### config.mk
export PLATFORM = sky130hd
export DESIGN_NAME = lz77_ctrl
export DESIGN_NICKNAME = d
export VERILOG_FILES = /design/src/rtl/lz77_pkg.sv /design/src/rtl/lz77_ctrl.sv
export SDC_FILE = /design/constraint.sdc
export NUM_CORES = 1
export LEC_CHECK = 0
export ABC_AREA = 1
export ABC_CLOCK_PERIOD_IN_PS = 3200
export BUFFER_PORTS_ARGS = -buffer_cell sky130_fd_sc_hd__buf_4
export CAP_MARGIN = 10
export CORE_AREA = 2 2 39 41
export DETAILED_ROUTE_END_ITERATION = 10
export DIE_AREA = 0 0 41 43
export SLEW_MARGIN = 20
export SYNTH_ARGS = -nofsm -noshare
export SYNTH_HDL_FRONTEND = slang
export SYNTH_SLANG_ARGS = --single-unit
export TNS_END_PERCENT = 30
### constraint.sdc
create_clock -name clock -period 3.2 [get_ports clock]
set_input_delay 0.16 -clock clock [delete_from_list [all_inputs] [get_ports clock]]
set_output_delay 0.16 -clock clock [all_outputs]
set_load 0.03 [all_outputs]
### src/rtl/lz77_pkg.sv
package lz77_pkg;

   localparam int unsigned WINDOW_SIZE   = 4096;
   localparam int unsigned MIN_MATCH_LEN = 3;
   localparam int unsigned MAX_RESULTS   = 64;

   localparam int unsigned ADDR_W = $clog2(WINDOW_SIZE);
   localparam int unsigned LEN_W  = $clog2(MAX_RESULTS + 1);

   typedef logic [1:0] status_type;
   localparam status_type ST_OK       = 2'd0;
   localparam status_type ST_BAD_REF  = 2'd1;
   localparam status_type ST_OVER_CAP = 2'd2;

   localparam logic TOK_LITERAL = 1'b0;
   localparam logic TOK_REF     = 1'b1;

   // controller -> datapath
   typedef struct packed {
      logic accept;     // latch the request
      logic check;      // update sticky error, load copy length
      logic emit_err;   // error result
      logic emit_lit;   // literal result
      logic rd;         // window read for the next copy byte
      logic emit_copy;  // copied byte result
   } cmd_type;

   // datapath -> controller
   typedef struct packed {
      logic err_nz;     // error pending for the request under check
      logic is_ref;
      logic out_free;   // output register can take a result
      logic copy_last;  // one copy byte left
   } stat_type;

endpackage

### src/rtl/lz77_ctrl.sv
module lz77_ctrl (
   input  logic               clock,
   input  logic               reset,
   input  logic               req_valid,
   output logic               req_stall,
   input  lz77_pkg::stat_type stat,
   output lz77_pkg::cmd_type  cmd
);

   typedef enum logic [5:0] {
      S_IDLE  = 6'b000001,
      S_CHECK = 6'b000010,
      S_ERR   = 6'b000100,
      S_LIT   = 6'b001000,
      S_READ  = 6'b010000,
      S_COPY  = 6'b100000
   } state_type;

   state_type state_ff, state_in;

   always_ff @(posedge clock) begin
      if (reset) begin
         state_ff <= S_IDLE;
      end else begin
         state_ff <= state_in;
      end
   end

   always_comb begin
      state_in = state_ff;
      cmd      = '0;
      unique case (state_ff)
         S_IDLE: begin
            if (req_valid) begin
               cmd.accept = 1'b1;
               state_in   = S_CHECK;
            end
         end
         S_CHECK: begin
            cmd.check = 1'b1;
            if (stat.err_nz) begin
               state_in = S_ERR;
            end else if (stat.is_ref) begin
               state_in = S_READ;
            end else begin
               state_in = S_LIT;
            end
         end
         S_ERR: begin
            if (stat.out_free) begin
               cmd.emit_err = 1'b1;
               state_in     = S_IDLE;
            end
         end
         S_LIT: begin
            if (stat.out_free) begin
               cmd.emit_lit = 1'b1;
               state_in     = S_IDLE;
            end
         end
         S_READ: begin
            cmd.rd   = 1'b1;
            state_in = S_COPY;
         end
         S_COPY: begin
            if (stat.out_free) begin
               cmd.emit_copy = 1'b1;
               state_in      = stat.copy_last ? S_IDLE : S_READ;
            end
         end
         default: begin
            state_in = S_IDLE;
         end
      endcase
   end

   assign req_stall = (state_ff != S_IDLE);

endmodule

Word level (Yosys, flattened, before mapping)
Cells that the tools add are included.
{ "totals": {"ff_bits": 6, "input_bits": 7, "out_inout_bits": 7} }
{ "classes": {"n_eq_ne": 10, "muxes": 15, "reduce_logical": 2} }
{ "ops": {"columns": ["operator", "n"], "rows": [
  ["$pmux 6 s5", 1],
  ["$mux 6", 4],
  ["$mux 5", 2],
  ["$mux 1", 8],
  ["$eq 6x1->1 const B", 1],
  ["$eq 6x2->1 const B", 1],
  ["$eq 6x3->1 const B", 1],
  ["$eq 6x4->1 const B", 1],
  ["$eq 6x5->1 const B", 1],
  ["$eq 6x6->1 const B", 1],
  ["$ne 6x1->1 const B", 1],
  ["$ne 2x2->1 const B", 2],
  ["$reduce_and 3->1", 1],
  ["$ne 2x1->1 const B", 1],
  ["$reduce_or 2->1", 1]
]} }

Logic depth before layout (Yosys ltp)
{ "depth": {"depth_word": 4, "mapped_depth": 9, "depth_no_buf": 9} }

Worst setup path before layout
OpenSTA, ideal clock, no wires.
{ "synth_path": {"kind": "register to output", "start": "reg state_ff[2]", "end": "out cmd[5] in the netlist's numbering", "arrival_time_ps": 1284, "t_required_ps": 3040, "path_slack_ps": 1756, "path_stages_with_launch": 6, "path_cell_list": "dfxtp_1 nor2_4 nand2_1 inv_2 nand2_1 nor2_1"} }
{ "synth_rtl": {"columns": ["item", "line", "source"], "rows": [
  ["from (decl)", "lz77_ctrl.sv:19", "state_type state_ff, state_in;"],
  ["from (signal assigned)", "lz77_ctrl.sv:25", "state_ff <= state_in;"],
  ["to (decl)", "lz77_ctrl.sv:7", "output lz77_pkg::cmd_type cmd"]
]} }

==> impl_metrics.env <==
export IMPL_synth_avg_cell_area_um2=6.183
export IMPL_yosys_warnings=0
export IMPL_status="complete, no violations"
export IMPL_grt_max_degree=6
export IMPL_cts_buffers=3
export IMPL_setup_viol=0
export IMPL_cts_hold_buf=0
export IMPL_critical_path_most_common_cell="nand2_1"
export IMPL_wire_per_inst_um=8.941
export IMPL_place_gp_congestion=0.7782
export IMPL_layout_drive_gt1_share_pct=36.47
export IMPL_post_cts_buffers=0
export IMPL_synth_seq_cells=6
export IMPL_cts_tree="done"
export IMPL_instances_no_fill=101
export IMPL_gr_total_overflow=0
export IMPL_dieWidth_um=41
export IMPL_placed_cell_area_um2=544.3
export IMPL_largest_reg_flops=6
export IMPL_io_buffers=13
export IMPL_rsz0062_at_grt="false"
export IMPL_max_freq_mhz=708.9
export IMPL_hold_viol=0
export IMPL_p_leak_nw=0.3010
export IMPL_vias=460
export IMPL_path_clk_slew_ps=50
export IMPL_layout_min_cycle_time_ps=1411
export IMPL_crit_chain="nor2_4 > nand2_1 > inv_2 > nand2_1 > nor2_1 > buf_4"
export IMPL_crit_slowest_cell="dfxtp_1"
export IMPL_hold_path_class="input pin to flip-flop"
export IMPL_track_usage_pct=13.08
export IMPL_antennaDiodeCount=0
export IMPL_min_from="reset"
export IMPL_nets=94
export IMPL_drtIter0Drc=14
export IMPL_synth_cell_types=18
export IMPL_drt_total_wl_um=903
export IMPL_core_area_um2=1384
export IMPL_cts_sinks=6
export IMPL_tightest_slew_ps=196.5
export IMPL_final_area_um2=566.8
export IMPL_post_route_drc_count=0
export IMPL_reg2reg_from="state_ff[0]"
export IMPL_cp_start_kind="flip-flop"
export IMPL_finClkSkew_ps=9.581
export IMPL_finalPower_uw=455.4
export IMPL_start_util_pct=30.83
export IMPL_dp_hpwl_um=739.6
export IMPL_top_regs="state_ff (6)"
export IMPL_vdd_ir_drop_max_mv=0.2595
export IMPL_max_flop_register="state_ff"
export IMPL_syn_nets=76
export IMPL_routed_via_density=4.554
export IMPL_cp_max_fo=5
export IMPL_ios=14
export IMPL_slew_viol_final=0
export IMPL_period_share_pct=44.08
export IMPL_end_kind="output port"
export IMPL_path_class="flip-flop to output port"
export IMPL_grt_pass1_wl_um=1531
export IMPL_antenna_found_initial=0
export IMPL_crit_arrival_ps=1250
export IMPL_first_pass_iters=4
export IMPL_clk_path_buf_depth=2
export IMPL_maxCapViolCount=0
export IMPL_cts_repair_resized=0
export IMPL_cts_max_level=1
export IMPL_die_area_um2=1763
export IMPL_netlist_instances=69
export IMPL_rows=14
export IMPL_area_delta_synth_final_pct=32.84
export IMPL_numPlacedInstances=98
export IMPL_required_ps=3040
export IMPL_slowest_delay_ps=340
export IMPL_grt_pass1_vias=401
export IMPL_crit_start="state_ff[2]"
export IMPL_p_per_area_nw_per_um2=803.5
export IMPL_die_y_um=43
export IMPL_tns_ps=0
export IMPL_slew_headroom_pct=86.86
export IMPL_cts_root_buf="clkbuf_4"
export IMPL_ys_seq_area_share_pct=28.15
export IMPL_syn_area_um2=426.7
export IMPL_insertion_delay_ps=240
export IMPL_ant_nets=0
==> routing by layer <==
metal,vias to the layer above,GRT usage (%),part of all wire (%)
met3,2,3.141,6.9
li1,250,-,-
met2,16,17.81,45
met4,0,10.00,1.9
met1,192,16.83,47
met5,-,0,0
==> cell families (layout without fill, tap and decap cells) <==
kind of cell           after synthesis  after routing  synth area share [%]
buffers and inverters               16             32                 14.07
flip-flops                           6              6                 28.15
AO/OA/AOI/OAI                        6              6                 9.092
AND/OR/NAND/NOR                     41             41                 48.68
==> worst paths after layout <==
check                              endpoint  slack, ps  cells after the start
worst max-delay path                 cmd[5]       1790                      6
worst min-delay path            state_ff[5]        110                      2
worst max register to register  state_ff[3]       2010                      8
worst min register to register  state_ff[3]        570                      2
==> final cells by class <==
class / count / area (µm²)
timing repair buffer: 13 / 97.59
inverter: 16 / 60.06
fill: 146 / 817.0
tap: 16 / 20.02
sequential: 6 / 120.1
clock buffer: 3 / 22.52
multi-input combinational: 47 / 246.5
==> per-stage QoR <==
stage	hold WS [ps]	worst slack [ps]	util (%)
5_1_grt	90.37	1612	40.96
3_3_place_gp	353.1	2037	39.33
6_report	114.4	1789	40.96
3_5_place_dp	357.2	2035	39.33
4_1_cts	106.7	1785	40.96
2_1_floorplan	229.1	1756	-
==> worst max-delay path: cells and delay by family, from the launching register on <==
kind	cells	cell delay [ps]
buf+inv	2	240
flops	1	340
simple gates	4	430
==> synthesized netlist by cell type <==
| cell | count | area, µm² |
|---|---|---|
| inv_1 | 12 | 45.04 |
| nand2_1 | 12 | 45.04 |
| nor2_1 | 11 | 41.29 |
| dfxtp_1 | 6 | 120.1 |
| inv_2 | 4 | 15.01 |
| nand2_2 | 4 | 25.02 |
| nand3_1 | 3 | 15.01 |
| nand4_1 | 3 | 18.77 |
| nor2_2 | 2 | 12.51 |
| nor2_4 | 2 | 22.52 |
| nor3_1 | 2 | 10.01 |
| o21ai_0 | 2 | 10.01 |
| a21oi_1 | 1 | 5.000 |
| a21oi_2 | 1 | 8.760 |
| a31oi_1 | 1 | 6.260 |
| nand3_2 | 1 | 10.01 |
| nand3b_1 | 1 | 7.510 |
| o21ai_2 | 1 | 8.760 |
==> cells in the final DEF (no fill, tap or decap), drive strengths merged, types with 2 or more instances in the layout <==
cell type	synthesis	layout
nand3	4	4
clkbuf	0	3
dfxtp	6	6
nand4	3	3
inv	16	16
nor2	15	15
a21oi	2	2
nor3	2	2
nand2	16	16
buf	0	13
o21ai	3	3
==> power by group <==
group          internal [mW]  switching (mW)
combinational         0.0954           0.174
sequential            0.0956          0.0230
clock                 0.0423          0.0254
total                  0.233           0.222
No activity file was read; power rests on OpenSTA's default activity.
